`src/design/modem_message_parser_assert.svh`:
```
// Assertion macros shared by the modem message parser.
`ifndef MODEM_MESSAGE_PARSER_ASSERT_SVH
`define MODEM_MESSAGE_PARSER_ASSERT_SVH

// Same-cycle implication, sampled on clk, off during reset.
`define MMP_ASSERT_NOW(lbl, ante, cons, msg) \
    lbl: assert property (@(posedge clk) disable iff (!rst_n) (ante) |-> (cons)) \
        else $error(msg);

// Next-cycle implication, sampled on clk, off during reset.
`define MMP_ASSERT_NEXT(lbl, ante, cons, msg) \
    lbl: assert property (@(posedge clk) disable iff (!rst_n) (ante) |=> (cons)) \
        else $error(msg);

`endif

```
`src/design/mmp_pkg.sv`:
```
`timescale 1ns / 1ps

package mmp_pkg;

    localparam int BufDepth = 24;

    // message codes
    localparam logic [7:0] CodeStd     = 8'h50;
    localparam logic [7:0] CodeExt     = 8'h51;
    localparam logic [7:0] CodeLink    = 8'h53;
    localparam logic [7:0] CodeRecord  = 8'h57;
    localparam logic [7:0] CodeCleanup = 8'h58;
    localparam logic [7:0] CodeInfo    = 8'h60;

    // cmd1 values
    localparam logic [7:0] CmdSuccess  = 8'h06;
    localparam logic [7:0] CmdOn       = 8'h11;
    localparam logic [7:0] CmdFastOn   = 8'h12;
    localparam logic [7:0] CmdOff      = 8'h13;
    localparam logic [7:0] CmdFastOff  = 8'h14;
    localparam logic [7:0] CmdIncBegin = 8'h17;
    localparam logic [7:0] CmdIncEnd   = 8'h18;
    localparam logic [7:0] CmdSetBtnA  = 8'h01;
    localparam logic [7:0] CmdSetBtnB  = 8'h02;

    // message kinds
    localparam logic [4:0] KindOther    = 5'd0;
    localparam logic [4:0] KindAck      = 5'd1;
    localparam logic [4:0] KindSuccess  = 5'd2;
    localparam logic [4:0] KindOnBc     = 5'd3;
    localparam logic [4:0] KindOffBc    = 5'd5;
    localparam logic [4:0] KindFastOnBc = 5'd7;
    localparam logic [4:0] KindFastOffBc = 5'd9;
    localparam logic [4:0] KindIncBegin = 5'd11;
    localparam logic [4:0] KindIncEnd   = 5'd12;
    localparam logic [4:0] KindSetBtn   = 5'd13;
    localparam logic [4:0] KindLink     = 5'd14;
    localparam logic [4:0] KindRecord   = 5'd15;
    localparam logic [4:0] KindCleanup  = 5'd16;
    localparam logic [4:0] KindInfo     = 5'd17;

    typedef logic [BufDepth-1:0][7:0] msg_view_t;

    typedef struct packed {
        logic [7:0] stream_byte;
    } in_item_t;

    typedef struct packed {
        logic [7:0]  msg_code;
        logic        status;
        logic [4:0]  msg_kind;
        logic [23:0] addr_a;
        logic [23:0] addr_b;
        logic [7:0]  flags;
        logic [7:0]  cmd1;
        logic [7:0]  cmd2;
        logic [7:0]  group;
        logic [23:0] aux;
        logic [55:0] user_data_lo;
        logic [55:0] user_data_hi;
    } result_t;

    // capture -> decode / top
    typedef struct packed {
        logic idle;     // awaiting a code byte
        logic done;     // this word completes a result
        logic unknown;  // this word is an unknown code
    } cap_status_t;

    // total length including code byte; zero for unknown codes
    function automatic logic [4:0] msg_length(input logic [7:0] code);
        logic [4:0] len;
        case (code)
            CodeStd:     len = 5'd10;
            CodeExt:     len = 5'd24;
            CodeLink:    len = 5'd9;
            CodeRecord:  len = 5'd9;
            CodeCleanup: len = 5'd2;
            CodeInfo:    len = 5'd7;
            default:     len = 5'd0;
        endcase
        return len;
    endfunction

endpackage

```
`src/design/mmp_capture.sv`:
```
`timescale 1ns / 1ps

module mmp_capture
    import mmp_pkg::*;
(
    input  logic        clk,
    input  logic        rst_n,
    input  logic        accept,
    input  logic [7:0]  stream_byte,
    output msg_view_t   view,
    output cap_status_t status
);

    logic [4:0]  pos_reg;
    logic [4:0]  pos_next;
    logic [7:0]  code_reg;
    logic [7:0]  code_next;
    logic [4:0]  pos_inc;
    logic [4:0]  len;
    msg_view_t   buf_reg;

    assign pos_inc = pos_reg + 5'd1;
    assign len     = msg_length(code_reg);

    // buffer with the incoming word dropped into its slot
    always_comb begin
        for (int i = 0; i < BufDepth; i++) begin
            view[i] = (pos_reg == 5'(i)) ? stream_byte : buf_reg[i];
        end
    end

    always_comb begin
        status.idle    = (pos_reg == 5'd0);
        status.unknown = status.idle && (msg_length(stream_byte) == 5'd0);
        status.done    = status.idle ? status.unknown : (pos_inc >= len);
    end

    always_comb begin
        pos_next  = pos_reg;
        code_next = code_reg;
        if (accept) begin
            if (status.idle) begin
                if (!status.unknown) begin
                    code_next = stream_byte;
                    pos_next  = 5'd1;
                end
            end else begin
                pos_next = status.done ? 5'd0 : pos_inc;
            end
        end
    end

    always_ff @(posedge clk or negedge rst_n)
    begin
        if (!rst_n)
        begin
            pos_reg  <= 5'd0;
            code_reg <= 8'h00;
        end
        else
        begin
            pos_reg  <= pos_next;
            code_reg <= code_next;
        end
    end

    always_ff @(posedge clk)
    begin
        if (accept)
        begin
            buf_reg <= view;
        end
    end

endmodule

```
`config.mk`:
```
export PLATFORM = sky130hd
export DESIGN_NAME = mmp_capture
export DESIGN_NICKNAME = d
export VERILOG_FILES = /design/src/design/modem_message_parser_assert.svh /design/src/design/mmp_pkg.sv /design/src/design/mmp_capture.sv
export SDC_FILE = /design/constraint.sdc
export NUM_CORES = 1
export LEC_CHECK = 0
export BUFFER_PORTS_ARGS = -buffer_cell sky130_fd_sc_hd__buf_2
export CELL_PAD_IN_SITES_DETAIL_PLACEMENT = 1
export CELL_PAD_IN_SITES_GLOBAL_PLACEMENT = 1
export CORE_MARGIN = 2
export CORE_UTILIZATION = 48
export DETAILED_ROUTE_END_ITERATION = 16
export GPL_TIMING_DRIVEN = 1
export PLACE_DENSITY = 0.87
export SYNTH_ARGS = -nofsm -noshare
export SYNTH_HDL_FRONTEND = slang
export SYNTH_SLANG_ARGS = --single-unit
```
`constraint.sdc`:
```
create_clock -name clk -period 6.2 [get_ports clk]
set_clock_uncertainty 0.1 [all_clocks]
set_input_delay 1.24 -clock clk [delete_from_list [all_inputs] [get_ports clk]]
set_output_delay 1.24 -clock clk [all_outputs]
set_load 0.02 [all_outputs]
```
==> qor.yml <==
setup_path:
  worstSetupEndpointType: "output pin"
  reg2reg_from: "pos_reg[1]"
  slowest_delay_ns: 0.46
  worstSetupStartpoint: "code_reg[4]"
  slowest_stage: "nor3b_1"
  critPathKind: "register to output pin"
  path_max_fanout: 6
  start_kind: "register"
  path_cells: "nor2b_1 > nor3b_1 > nand3_1 > nand2_1 > ha_1 > nand2b_1 > a31oi_1 > o21a_1 > a21oi_1 > buf_2"
  worstPathRequired_ns: 4.86
  worstPathArrival_ns: 3.07
timing:
  max_freq_ghz: 0.227
  tightest_slew_ns: 1.08
  fin_tns_setup_ns: 0
  fin_hold_ws_ns: 0.374
  grt_setup_unrepaired: "false"
  finalCritPeriodShare_pct: 71.2
  fin_crit_ns: 4.41
  final-hold-violation-count: 0
  maxSlewHeadroom_pct: 27.9
  maxSlewViolCount: 0
  setup-violations-final: 0
synth:
  synth_area_um2: 9130
  ys_types: 36
  synth_seq_cells: 205
  yosysWarnings: 0
  syn_area_per_cell_um2: 16.9
  synth_cells: 539
  syn_nets: 560
  seq_area_frac_synth_pct: 66.7
grt:
  antenna_found_initial: 0
  grt_overflow_total: 0
  grt_pass1_wl_um: 36300
  grt_max_degree: 92
  grt_pass1_vias: 6026
  grt_usage_pct: 23.6
cells_and_area:
  largest_reg_flops: 192
  drive_gt1_share_pct: 58.4
  nFillCells: 1809
  nNetsFinal: 760
  multi_input_area_um2: 2870
  post-route-util_pct: 58.8
  insertedDiodeCount: 0
  fin_area_um2: 11000
  areaGrowthSynthToFinish_pct: 20.5
  register_area_um2: 6090
floorplan:
  dieArea_um2: 20100
  std_cell_rows: 50
  io_pins: 206
  dieHeight_um: 142
  core_um2: 18700
  fp.dieW_um: 142
  initial_core_util_pct: 48.8
drt:
  drc: 0
  antenna_left: 0
  drt_iter0_drc: 265
  wl_um: 24000
  dr.pass1.iters: 4
  dr_total_vias: 5598
  wl_per_cell_um: 24.3
  viasPerCell: 5.67
placed_design:
  hpwl_um: 16100
  placed_cell_area_um2: 10300
  portBuffers: 205
  place.gp.congestion: 0.846
clock_network:
  holdBufCountCts: 0
  clockBufferDepth: 3
  tritoncts: "yes"
  ctsRootBufferMaster: "clkbuf_16"
  cts.sinks: 205
  post_cts_resized: 0
  cts_inserted_buffers: 23
  clk_latency_ns: 0.50
  htree_num_levels: 1
  cts_setup_buffers: 0
  clk_pin_slew_worst_paths_ns: 0.06
worst_hold_path:
  hold_path_startpoint: "code_reg[6]"
  hold_path_class: "register to register"
power_and_ir_drop:
  power.leakage_uw: 0.00426
  total_power_uw: 3870
  powerDensity_nw_per_um2: 352
  ir_worst_vdd_mv: 0.224
outcome:
  status: "complete, no violations"
run:
  maxCapViolCount: 0
cells by family after synthesis:
| group | share of synthesized area, % |
|---|---|
| fa+ha+maj | 1.37 |
| mux | 24.1 |
| flops | 66.7 |
| simple gates | 4.45 |
| buf+inv | 1.82 |
| xor+xnor | 0.0959 |
| compound gates | 1.49 |
layer usage:
metal,part of all wire [%],vias to the layer above,track usage (%)
met5,0,-,0
met1,42,2892,30.6
met3,6.6,35,5.53
met4,1.7,0,5.16
met2,49,201,40.6
li1,-,2470,-
layout make-up:
cell class,count,area share [%]
sequential,205,55.3
clock inverter,9,0.603
multi-input combinational,294,26.1
clock buffer,31,5.50
tap,234,2.66
inverter,8,0.273
timing repair buffer,207,9.52
stage by stage:
step / instances / setup slack, ns
3_3_place_gp: 948 / 2.19
3_5_place_dp: 948 / 2.11
6_report: 988 / 1.79
5_1_grt: 988 / 1.61
2_1_floorplan: 539 / 2.53
4_1_cts: 988 / 1.79
synthesized netlist by cell type, drive strengths merged:
cell / count / area (um^2)
nand3: 7 / 35.0
o211ai: 3 / 22.5
a31oi: 2 / 12.5
nand2b: 8 / 50.1
o221ai: 2 / 17.5
a21o: 2 / 15.0
or2: 1 / 6.26
dfrtp: 13 / 325
or3: 3 / 18.8
and3: 5 / 31.3
nor4: 2 / 27.5
nor3: 7 / 60.1
nor2: 12 / 52.6
nand3b: 1 / 7.51
edfxtp: 192 / 5770
o21ai: 8 / 40.0
a21oi: 3 / 15.0
clkbuf: 26 / 97.6
nor4b: 2 / 32.5
xnor2: 1 / 8.76
nor3b: 2 / 15.0
ha: 10 / 125
o22ai: 1 / 6.26
nor2b: 3 / 18.8
mux2: 195 / 2200
nand2: 13 / 51.3
buf: 6 / 38.8
o21a: 1 / 7.51
inv: 8 / 30.0
path summary, 6_finish.rpt:
path,to,slack (ns),depth (start not counted)
max reg2reg,code_reg[0],3.22,6
min reg2reg,code_reg[6],0.37,1
max,status[1],1.79,10
min in group asynchronous,code_reg[6],0.52,1
max in group asynchronous,pos_reg[2],5.24,1
min,code_reg[6],0.37,1
power by group:
group	internal (uW)	switching, uW	total, uW
Sequential	1690	56.0	1740
Combinational	320	570	890
Clock	723	520	1240
Total	2730	1150	3870
placed cells by master, fill, tap and decap left out, drive strengths merged, types with 8 or more instances in the layout:
master / count
inv: 9
nand2: 13
nand2b: 8
clkbuf: 31
ha: 10
dfrtp: 13
mux2: 195
o21ai: 8
edfxtp: 192
buf: 207
nor2: 12
critical path, delay by kind of cell, from the launching register on:
family                     cells  cell delay (ns)
and+or+nand+nor                5             1.06
AOI/OAI and AO/OA              3             0.70
DFF                            1             0.36
adders and majority gates      1             0.22
buffers and inverters          1             0.22
No activity file was read; power rests on OpenSTA's default activity.
