## src/design/modem_message_parser_assert.svh

```systemverilog
// Assertion macros shared by the modem message parser.
`ifndef MODEM_MESSAGE_PARSER_ASSERT_SVH
`define MODEM_MESSAGE_PARSER_ASSERT_SVH

// Same-cycle implication, sampled on clk, off during reset.
`define MMP_ASSERT_NOW(lbl, ante, cons, msg) \
    lbl: assert property (@(posedge clk) disable iff (!rst_n) (ante) |-> (cons)) \
        else $error(msg);

// Next-cycle implication, sampled on clk, off during reset.
`define MMP_ASSERT_NEXT(lbl, ante, cons, msg) \
    lbl: assert property (@(posedge clk) disable iff (!rst_n) (ante) |=> (cons)) \
        else $error(msg);

`endif

```

## src/design/mmp_pkg.sv

```systemverilog
`timescale 1ns / 1ps

package mmp_pkg;

    localparam int BufDepth = 24;

    // message codes
    localparam logic [7:0] CodeStd     = 8'h50;
    localparam logic [7:0] CodeExt     = 8'h51;
    localparam logic [7:0] CodeLink    = 8'h53;
    localparam logic [7:0] CodeRecord  = 8'h57;
    localparam logic [7:0] CodeCleanup = 8'h58;
    localparam logic [7:0] CodeInfo    = 8'h60;

    // cmd1 values
    localparam logic [7:0] CmdSuccess  = 8'h06;
    localparam logic [7:0] CmdOn       = 8'h11;
    localparam logic [7:0] CmdFastOn   = 8'h12;
    localparam logic [7:0] CmdOff      = 8'h13;
    localparam logic [7:0] CmdFastOff  = 8'h14;
    localparam logic [7:0] CmdIncBegin = 8'h17;
    localparam logic [7:0] CmdIncEnd   = 8'h18;
    localparam logic [7:0] CmdSetBtnA  = 8'h01;
    localparam logic [7:0] CmdSetBtnB  = 8'h02;

    // message kinds
    localparam logic [4:0] KindOther    = 5'd0;
    localparam logic [4:0] KindAck      = 5'd1;
    localparam logic [4:0] KindSuccess  = 5'd2;
    localparam logic [4:0] KindOnBc     = 5'd3;
    localparam logic [4:0] KindOffBc    = 5'd5;
    localparam logic [4:0] KindFastOnBc = 5'd7;
    localparam logic [4:0] KindFastOffBc = 5'd9;
    localparam logic [4:0] KindIncBegin = 5'd11;
    localparam logic [4:0] KindIncEnd   = 5'd12;
    localparam logic [4:0] KindSetBtn   = 5'd13;
    localparam logic [4:0] KindLink     = 5'd14;
    localparam logic [4:0] KindRecord   = 5'd15;
    localparam logic [4:0] KindCleanup  = 5'd16;
    localparam logic [4:0] KindInfo     = 5'd17;

    typedef logic [BufDepth-1:0][7:0] msg_view_t;

    typedef struct packed {
        logic [7:0] stream_byte;
    } in_item_t;

    typedef struct packed {
        logic [7:0]  msg_code;
        logic        status;
        logic [4:0]  msg_kind;
        logic [23:0] addr_a;
        logic [23:0] addr_b;
        logic [7:0]  flags;
        logic [7:0]  cmd1;
        logic [7:0]  cmd2;
        logic [7:0]  group;
        logic [23:0] aux;
        logic [55:0] user_data_lo;
        logic [55:0] user_data_hi;
    } result_t;

    // capture -> decode / top
    typedef struct packed {
        logic idle;     // awaiting a code byte
        logic done;     // this word completes a result
        logic unknown;  // this word is an unknown code
    } cap_status_t;

    // total length including code byte; zero for unknown codes
    function automatic logic [4:0] msg_length(input logic [7:0] code);
        logic [4:0] len;
        case (code)
            CodeStd:     len = 5'd10;
            CodeExt:     len = 5'd24;
            CodeLink:    len = 5'd9;
            CodeRecord:  len = 5'd9;
            CodeCleanup: len = 5'd2;
            CodeInfo:    len = 5'd7;
            default:     len = 5'd0;
        endcase
        return len;
    endfunction

endpackage

```

## src/design/mmp_decode.sv

```systemverilog
`timescale 1ns / 1ps

module mmp_decode
    import mmp_pkg::*;
(
    input  msg_view_t   view,
    input  cap_status_t status,
    output result_t     res
);

    logic [7:0] fl;
    logic [7:0] c1;
    logic       ack;
    logic       al;
    logic       bc;
    logic       dim_cmd;
    logic [4:0] base;

    assign fl  = view[7];
    assign c1  = view[8];
    assign ack = fl[5];
    assign al  = fl[6];
    assign bc  = fl[7];
    assign dim_cmd = (c1 inside {CmdOn, CmdOff, CmdFastOn, CmdFastOff});

    always_comb begin
        case (c1)
            CmdOn:     base = KindOnBc;
            CmdOff:    base = KindOffBc;
            CmdFastOn: base = KindFastOnBc;
            default:   base = KindFastOffBc;
        endcase
    end

    always_comb begin
        res = '0;
        res.msg_code = view[0];
        if (status.unknown) begin
            res.status = 1'b1;
        end else begin
            case (view[0])
                CodeStd, CodeExt: begin
                    res.addr_a = {view[1], view[2], view[3]};
                    res.addr_b = bc ? 24'h0 : {view[4], view[5], view[6]};
                    res.flags  = fl;
                    res.cmd1   = c1;
                    res.cmd2   = view[9];
                    if (ack) begin
                        res.msg_kind = KindAck;
                    end else if (c1 == CmdSuccess && bc && al) begin
                        res.msg_kind = KindSuccess;
                        res.group    = view[6];
                        res.aux      = {view[4], view[5], view[9]};
                    end else if (dim_cmd && al) begin
                        res.msg_kind = bc ? base : base + 5'd1;
                        res.group    = bc ? view[5] : view[9];
                    end else if (c1 == CmdIncBegin && al && bc) begin
                        res.msg_kind = KindIncBegin;
                        res.group    = view[5];
                        res.aux      = {16'h0, view[9]};
                    end else if (c1 == CmdIncEnd && al && bc) begin
                        res.msg_kind = KindIncEnd;
                        res.group    = view[5];
                    end else if (c1 == CmdSetBtnA || c1 == CmdSetBtnB) begin
                        res.msg_kind = KindSetBtn;
                        res.aux      = {view[4], view[5], view[6]};
                    end else begin
                        res.msg_kind = KindOther;
                    end
                    if (view[0] == CodeExt) begin
                        res.user_data_lo = {view[10], view[11], view[12], view[13],
                                            view[14], view[15], view[16]};
                        res.user_data_hi = {view[17], view[18], view[19], view[20],
                                            view[21], view[22], view[23]};
                    end
                end
                CodeLink, CodeRecord: begin
                    res.msg_kind = (view[0] == CodeLink) ? KindLink : KindRecord;
                    res.addr_a   = {view[3], view[4], view[5]};
                    res.flags    = view[1];
                    res.group    = view[2];
                    res.aux      = {view[6], view[7], view[8]};
                end
                CodeCleanup: begin
                    res.msg_kind = KindCleanup;
                    res.aux      = {16'h0, view[1]};
                end
                CodeInfo: begin
                    res.msg_kind = KindInfo;
                    res.addr_a   = {view[1], view[2], view[3]};
                    res.aux      = {view[4], view[5], view[6]};
                end
                default: begin
                    res.msg_kind = KindOther;
                end
            endcase
        end
    end

endmodule

```

## config.mk

```make
export PLATFORM = sky130hd
export DESIGN_NAME = mmp_decode
export DESIGN_NICKNAME = d
export VERILOG_FILES = /design/src/design/modem_message_parser_assert.svh /design/src/design/mmp_pkg.sv /design/src/design/mmp_decode.sv
export SDC_FILE = /design/constraint.sdc
export NUM_CORES = 1
export LEC_CHECK = 0
export BUFFER_PORTS_ARGS = -buffer_cell sky130_fd_sc_hd__buf_2
export CAP_MARGIN = 40
export CELL_PAD_IN_SITES_DETAIL_PLACEMENT = 1
export CELL_PAD_IN_SITES_GLOBAL_PLACEMENT = 2
export CORE_MARGIN = 2
export CORE_UTILIZATION = 11
export DETAILED_ROUTE_END_ITERATION = 8
export GPL_TIMING_DRIVEN = 1
export PLACE_DENSITY_LB_ADDON = 0.2
export SYNTH_ARGS = -nofsm -noshare
export SYNTH_HDL_FRONTEND = slang
export SYNTH_SLANG_ARGS = --single-unit
```

## constraint.sdc

```tcl
create_clock -name vclk -period 2.6
set_clock_uncertainty 0.15 [all_clocks]
set_input_delay 0.52 -clock vclk [all_inputs]
set_output_delay 0.52 -clock vclk [all_outputs]
set_load 0.02 [all_outputs]
```

==> results.md, run 1 <==
- HP Class: input port to output pin
- Metal3 WL: 2720 um
- Core area: 0.0252 mm2
- Gr usage total: about a fifth
- Fin crit share: 113%
- Buf/Inv on CP: 3
- Status: finished with violations
- Critical path class: input port to output pin
- Share of cells above drive strength 1: 87.9%
- Crit path capture type: output pin
- Failing checks: negative setup slack
- Fin nets: ~1200
- Leading area contributor after synthesis: and3_1
- Top cells by area, synth: and3_1, a22oi_1, and2_1, nor2_1, clkbuf_1
- Final slew viol count: 0
- Initial antenna violation count: 10
- Leak Pwr: just over 4 nW
- WL final: 30400 um
- Post-synth top cells: and3_1, nor2_1, clkbuf_1
- Final hold vios: 0
- Met2 WL: between 15000 and 20000 um
- Max-cap violation count: 0
- DR pass1 iterations: 4
- Syn-to-layout area delta: 233%
- Hold-critical path depth: 2
- Mean Syn Cell Area: roughly 6.0 um2
- Via density: about 4.5
- Peak per-stage delay on the critical path: 0.55 ns
- Setup Viol. Count Final: roughly 190
- Register area share after synthesis: 0%
- Die W: 164 um
- # clk buffers: 0
- Place WS: -0.409 ns
- DRC: 0
- Cell depth of the worst setup path: 8
- Grt ovf: 0
- Synthesized instance count: 469
- Yosys Warn Count: 0
- Sequential Area: 0 um2
- WP data arrival: approximately 2.3 ns
- Detailed placement HPWL: 21700 um
- Share of the synthesized area in the top cell type: 25.3%
- Routed vias: 5914
- Count leader, synth: and3_1
- Headroom to the max-slew limit: between 50% and 60%
- Seq cells: 0
- Fillers: just under 3000
- Worst Path Max Fanout: 8
- Cell Area, Synth: between 0.002 and 0.003 mm2
- Crit-path cells: buf_8, or4b_4, buf_12, nor3_2, o21a_4, a221oi_1, nor2_2, buf_2
- Largest net degree at the start of global routing: 114
- Post-synth cell types: 50
- Io pins: ~430
- Wire per inst: about 23 um
- PwrDens: just over 50 mW/mm2
- Worst slew pin tran: approximately 0.68 ns
- Data required, critical path: ~1.9 ns
- Die area: between 0.02 and 0.03 mm2
- Slowest CP cell: or4b_4
- Vias in the first global route: around 6300
- Wire length on met1: 10700 um
- Crit path max-delay family: simple AND/OR/NAND/NOR gates
- DR top layer: met5
- Buffers on Ports: ~420
- Fmax: between 300 and 400 MHz
- Post-layout util: 37.3%
- Initial drt markers: between 150 and 200
- Maximum vdd drop: between 0.05 and 0.06 mV
- Startpoint types: input port
- Final WS setup: -0.346 ns
- CTS Hold Buffers Added: 0
- Antenna Nets Post-Route: 0
- # rows: 58
- First-pass GRT wire length: around 41000 um
- Min Tclk post-route: just under 3 ns
- Starting density of the core: 11.2%
- Gp weighted congestion: between 0.7 and 0.8
- Post-Synthesis Net Count: roughly 660
- Chip Height: between 150 and 200 um
- Unrepaired setup endpoints after global routing: true
==> layout make-up <==
class                      instances  area (um2)  area share [%]
timing repair buffer             561        5120            54.6
tap                              330         413            4.40
antenna                            8        20.0           0.213
inverter                           2        7.51          0.0800
multi-input combinational        401        3820            40.7
==> cell usage in the layout (no fill, tap or decap), drive strengths merged, types with 6 or more instances in the layout <==
cell type and n:
buf 555, and3 114, nor2 54, and2 42, a22oi 40, o21ai 33, nand2 23, a21oi 22
a22o 14, diode 8, a221oi 8, clkbuf 6
==> routing by layer <==
| metal | up-vias | GRT usage [%] |
|---|---|---|
| met1 | 2875 | 21.5 |
| met4 | 4 | 5.30 |
| met2 | 273 | 38.9 |
| li1 | 2734 | - |
| met5 | - | 0 |
| met3 | 28 | 6.59 |
==> timing repair <==
action                                  CTS  global route
endpoints found under the setup margin  184           212
pin swaps                                81            79
gates resized for setup                 486           196
buffers inserted                         33            13
gates cloned                             17             7
==> metrics by stage <==
| stage | std cells | power, mW | TNS (ns) | instance area (um2) | hold WS, ns |
|---|---|---|---|---|---|
| 6_report | 1302 | 0.487 | -23.95 | 9390 | 1.12 |
| 3_5_place_dp | 1234 | 0.398 | -32.97 | 6150 | 1.15 |
| 3_3_place_gp | 1234 | 0.397 | -31.91 | 6150 | 1.16 |
| 5_1_grt | 1302 | 0.523 | -33.83 | 9390 | 1.12 |
| 4_1_cts | 1284 | 0.455 | -27.67 | 8560 | 1.12 |
| 2_1_floorplan | 469 | 0.128 | -2.78 | 3230 | 1.00 |
==> report_power, final <==
group | internal [mW] | total, mW | switching, mW
Sequential | 0 | 0 | 0
Combinational | 0.221 | 0.487 | 0.265
Clock | 0.000000414 | 0.000000414 | 0
Total | 0.221 | 0.487 | 0.265
==> path summary, 6_finish.rpt <==
path	startpoint	end	slack, ns
worst max-delay path	view[70]	res[114]	-0.35
worst min-delay path	view[6]	res[228]	1.12
==> cell families after synthesis <==
family / after synthesis / share of synthesized area, %
AO/OA/AOI/OAI: 133 / 33.6
buffers and inverters: 68 / 11.1
XOR/XNOR: 2 / 0.621
AND/OR/NAND/NOR: 266 / 54.7
Power figures use the tool's default switching activity.
==> run 2: changes to the inputs <==
--- a/config.mk
+++ b/config.mk
@@ -13,6 +13,7 @@
 export CORE_UTILIZATION = 11
 export DETAILED_ROUTE_END_ITERATION = 8
 export GPL_TIMING_DRIVEN = 1
+export MAX_ROUTING_LAYER = met4
 export PLACE_DENSITY_LB_ADDON = 0.2
 export SYNTH_ARGS = -nofsm -noshare
 export SYNTH_HDL_FRONTEND = slang
==> results.md, run 2 (synthesized netlist as in run 1, its figures left out) <==
- Min Tclk post-route: 2.94 ns (-0.00618 ns)
- Initial antenna violation count: 11 (+1)
- Most common cell after layout, fill and taps aside: buf_2
- Starting density of the core: 11.2% (unchanged)
- Largest net degree at the start of global routing: 114 (unchanged)
- WP data arrival: 2.27 ns (about the same)
- Maximum vdd drop: 0.0531 mV (-0.16%)
- Via density: 4.52 (-0.40%)
- Place WS: -0.409 ns (unchanged)
- Final hold vios: 0 (unchanged)
- WL final: 30400 um (+0.17%)
- Die W: 164 um (unchanged)
- PwrDens: 51.8 mW/mm2 (about the same)
- Buffers on Ports: 423 (unchanged)
- Antenna Nets Post-Route: 0 (unchanged)
- Detailed placement HPWL: 21700 um (unchanged)
- Met1 usage: 22.1% (+0.61 points)
- Most frequent cells in the layout: buf_2, buf_6, and3_4
- Fin nets: 1161 (unchanged)
- Non-Filler Instances: 1305 (+0.23%)
- Critical path class: input port to output pin
- Grt ovf: 0 (unchanged)
- Seq cells: 0 (unchanged)
- Chip Height: 164 um (unchanged)
- Fin crit share: 113% (-0.24 points)
- Fin Setup TNS: -23.46 ns (+0.487 ns)
- Routed vias: 5904 (-0.17%)
- Core area: 0.0252 mm2 (unchanged)
- Initial drt markers: 152 (+0.66%)
- Max-cap violation count: 0 (unchanged)
- Syn-to-layout area delta: 233% (about the same)
- Crit path capture type: output pin
- Io pins: 425 (unchanged)
- Leak Pwr: 4.10 nW (about the same)
- Failing checks: negative setup slack
- Final WS setup: -0.340 ns (+0.00618 ns)
- Post-layout util: 37.3% (about the same)
- Fmax: 340 MHz (+0.21%)
- Share of cells above drive strength 1: 87.9% (unchanged)
- Gr usage total: 21.0% (+0.58 points)
- Die area: 0.0269 mm2 (unchanged)
- Data required, critical path: 1.93 ns (about the same)
- Final slew viol count: 0 (unchanged)
- Sequential Area: 0 um2 (unchanged)
- First-pass GRT wire length: 41200 um (-0.37%)
- Gp weighted congestion: 0.754 (+1.3%)
- Unrepaired setup endpoints after global routing: true
- Status: finished with violations
- Wire per inst: 23.3 um (about the same)
- CTS Hold Buffers Added: 0 (unchanged)
- Vias in the first global route: 6341 (+0.62%)
- Met3 usage: 5.53% (-1.1 points)
- DRC: 0 (unchanged)
- Placed Cells: 1234 (unchanged)
- DR pass1 iterations: 4 (unchanged)
- Worst Path Max Fanout: 8 (unchanged)
- Startpoint types: input port
- Global route hottest layer: met2
- Met2 GRT Util: 38.7% (-0.17 points)
- HP Class: input port to output pin
- Worst slew pin tran: 0.680 ns (+0.00501 ns)
- # rows: 58 (unchanged)
- # clk buffers: 0 (unchanged)
- Setup Viol. Count Final: 184 (-1.1%)
- Headroom to the max-slew limit: 54.6% (-0.33 points)
[run 2: changes by cell type in the layout (fill, tap and decap cells not counted), sizes merged]
cell / before / now
diode: 8 / 11
[run 2: repair_timing]
| item | CTS | global route |
|---|---|---|
| pin swaps | 81 | 79 |
| gates resized for setup | 486 | 196 |
| cloned | 17 | 7 |
| buffers inserted | 33 | 13 |
| hold endpoints to repair | 0 | 0 |
| endpoints found under the setup margin | 184 | 212 |
[run 2: worst paths after layout]
path      from       end  slack (ns)  depth (start not counted)
max   view[70]  res[114]       -0.34                          8
min    view[6]  res[228]        1.12                          2
[run 2: final cells by class]
type               count  area [um2]
fillers             2939       15800
well taps            330         413
repair buffers       561        5120
diodes                11        27.5
multi-input cells    401        3820
inverters              2        7.51
[run 2: stage by stage]
step / instance area (um2) / hold slack (ns) / power [mW]
3_3_place_gp: 6150 / 1.16 / 0.397
3_5_place_dp: 6150 / 1.15 / 0.398
2_1_floorplan: 3230 / 1.00 / 0.128
5_1_grt: 9400 / 1.12 / 0.523
6_report: 9400 / 1.12 / 0.487
4_1_cts: 8560 / 1.12 / 0.455
[run 2: worst max-delay path, stage by stage]
cell	delay, ns
buf_8	0.10
or4b_4	0.55
buf_12	0.17
nor3_2	0.27
o21a_4	0.25
a221oi_1	0.12
nor2_2	0.09
buf_2	0.18
[run 2: layer usage]
layer	vias to the layer above	share of wire [%]	routed length, um
met4	0	1.7	514
met1	2876	36	11000
li1	2742	-	-
met5	-	0	0
met3	22	8.0	2420
met2	264	54	16500
[run 2: power breakdown]
| part | switching [mW] | internal (mW) | total [mW] |
|---|---|---|---|
| clock | 0 | 0.000000570 | 0.000000570 |
| combinational | 0.265 | 0.221 | 0.487 |
| sequential | 0 | 0 | 0 |
| total | 0.265 | 0.221 | 0.487 |
==> run 3: changes to the inputs <==
--- a/config.mk
+++ b/config.mk
@@ -5,13 +5,13 @@
 export SDC_FILE = /design/constraint.sdc
 export NUM_CORES = 1
 export LEC_CHECK = 0
-export BUFFER_PORTS_ARGS = -buffer_cell sky130_fd_sc_hd__buf_2
-export CAP_MARGIN = 40
+export CAP_MARGIN = 20
 export CELL_PAD_IN_SITES_DETAIL_PLACEMENT = 1
 export CELL_PAD_IN_SITES_GLOBAL_PLACEMENT = 2
-export CORE_MARGIN = 2
-export CORE_UTILIZATION = 11
+export CORE_AREA = 2 2 164 166
 export DETAILED_ROUTE_END_ITERATION = 8
+export DIE_AREA = 0 0 166 168
+export DONT_BUFFER_PORTS = 1
 export GPL_TIMING_DRIVEN = 1
 export MAX_ROUTING_LAYER = met4
 export PLACE_DENSITY_LB_ADDON = 0.2
==> constraint.sdc (replaced) <==
create_clock -name vclk -period 3.7
set_clock_uncertainty 0.15 [all_clocks]
set_input_delay 0.74 -clock vclk [all_inputs]
set_output_delay 0.74 -clock vclk [all_outputs]
set_load 0.02 [all_outputs]
==> results.md, run 3 (synthesized netlist as in run 1, its figures left out) <==
- Core area: 0.0264 mm2 (+4.6%)
- Io pins: 425 (unchanged)
- Peak per-stage delay on the critical path: 0.73 ns (+0.18 ns)
- Crit path capture type: output pin
- Combinational power share: 100.0% (about the same)
- DRC: 0 (unchanged)
- Sequential Area: 0 um2 (unchanged)
- Switching Share: 58.5% (+3.9 points)
- Clk pwr share: 0% (unchanged)
- First-pass GRT wire length: 33400 um (-19%)
- DR pass1 iterations: 4 (unchanged)
- Most common cell after layout, fill and taps aside: and3_1
- Die area: 0.0279 mm2 (+3.5%)
- Data required, critical path: 2.81 ns (+0.88 ns)
- Headroom to the max-slew limit: 58.3% (+3.7 points)
- WP data arrival: 2.65 ns (+0.38 ns)
- HP Class: input port to output pin
- Leak Pwr: 1.51 nW (-63%)
- Share of cells above drive strength 1: 17.5% (-70 points)
- Initial antenna violation count: 4 (-7)
- Seq cells: 0 (unchanged)
- Most frequent cells in the layout: and3_1, buf_4, nor2_1
- Maximum vdd drop: 0.00356 mV (-93%)
- # rows: 60 (+3.4%)
- P_int: 0.0209 mW (-91%)
- Finished Cell Area: 0.00353 mm2 (-62%)
- Gp weighted congestion: 0.934 (+24%)
- WL final: 25100 um (-17%)
- Routed vias: 3848 (-35%)
- Crit-path cells: or4b_1, a211oi_2, and2_1, o21ai_2, o21ai_0, buf_4
- Post-DP Area: 0.00351 mm2 (-43%)
- Fin crit share: between 90% and 100%
- # clk buffers: 0 (unchanged)
- Worst slew pin tran: 0.626 ns (-0.0549 ns)
- Fmax: 283 MHz
- Unrepaired setup endpoints after global routing: false
- Buffers on Ports: 0 (-100%)
- Slowest CP cell: or4b_1
- Grt ovf: 0 (unchanged)
- Detailed placement HPWL: 20800 um (-4.3%)
- Min Tclk post-route: between 3 and 4 ns
- Critical path class: input port to output pin
- Fin Setup TNS: 0 ns (+23.46 ns)
- Initial drt markers: 315 (+110%)
- Startpoint types: input port
- Via density: 4.71 (+4.1%)
- Starting density of the core: 10.7% (-0.50 points)
- Setup Viol. Count Final: 0 (-100%)
- Wire per inst: 30.8 um (+32%)
- Worst Path Max Fanout: 8 (unchanged)
- Final slew viol count: 0 (unchanged)
- Net Switching: 0.0295 mW (-89%)
- Largest net degree at the start of global routing: 121 (+6.1%)
- Status: completed
- Cts repair resizes: 0 (-100%)
- Antenna Nets Post-Route: 0 (unchanged)
- Chip Height: 168 um (+2.4%)
- Post-CTS setup buffers: 0 (-100%)
- Sequential share of power: 0% (unchanged)
- PwrDens: 14.3 mW/mm2 (-72%)
- Final hold vios: 0 (unchanged)
- Die W: 166 um (+1.1%)
- Gr usage total: 16.9% (-4.2 points)
- Max-cap violation count: 0 (unchanged)
- CTS Hold Buffers Added: 0 (unchanged)
- Fin nets: 665 (-43%)
- Syn-to-layout area delta: 25.1%
- Vias in the first global route: 4184 (-34%)
## run 3: changes by cell type in the layout (fill, tap and decap cells not counted), sizes merged
cell	change
buf	-490
clkbuf	-6
diode	-3
## run 3: metrics by stage
step                      hold slack, ns  util [%]  total power, mW  std cells  setup slack (ns)
final                               1.33      13.4           0.0504        817             0.164
after detailed placement            1.33      13.3           0.0510        809             0.166
after global placement              1.33      13.3           0.0510        809             0.138
after CTS                           1.33      13.3           0.0512        809             0.175
after floorplan                     1.44         -           0.0761        469             0.344
after global routing                1.33      13.3           0.0551        812            0.0383
## run 3: layout make-up
| type | count | area [um2] |
|---|---|---|
| antenna | 8 | 20.0 |
| timing repair buffer | 65 | 551 |
| tap | 341 | 427 |
| multi-input combinational | 401 | 2520 |
| inverter | 2 | 7.51 |
| fill | 3229 | 22800 |
## run 3: worst max-delay path, delay by kind of cell
family          cells  cell delay, ns
compound gates      3            0.76
simple gates        2            0.95
buf+inv             1            0.19
## run 3: metal layers
layer	wire, um	track usage, %	vias up
met5	0	-	-
met3	3160	7.50	12
met1	8310	16.2	1844
li1	-	-	1724
met4	212	1.97	0
met2	13500	32.1	268
## run 3: power groups by stage
stage	clock network, mW	registers, mW	logic (mW)
after floorplan	0	0	0.0761
after global placement	0	0	0.0510
after detailed placement	0	0	0.0510
after CTS	0	0	0.0512
after global routing	0.000000109	0	0.0551
final	0.000000292	0	0.0504
## run 3: path summary, 6_finish.rpt
path	to	slack, ns	from	cells after the start
max	res[143]	0.16	view[71]	6
min	res[221]	1.33	status[0]	0
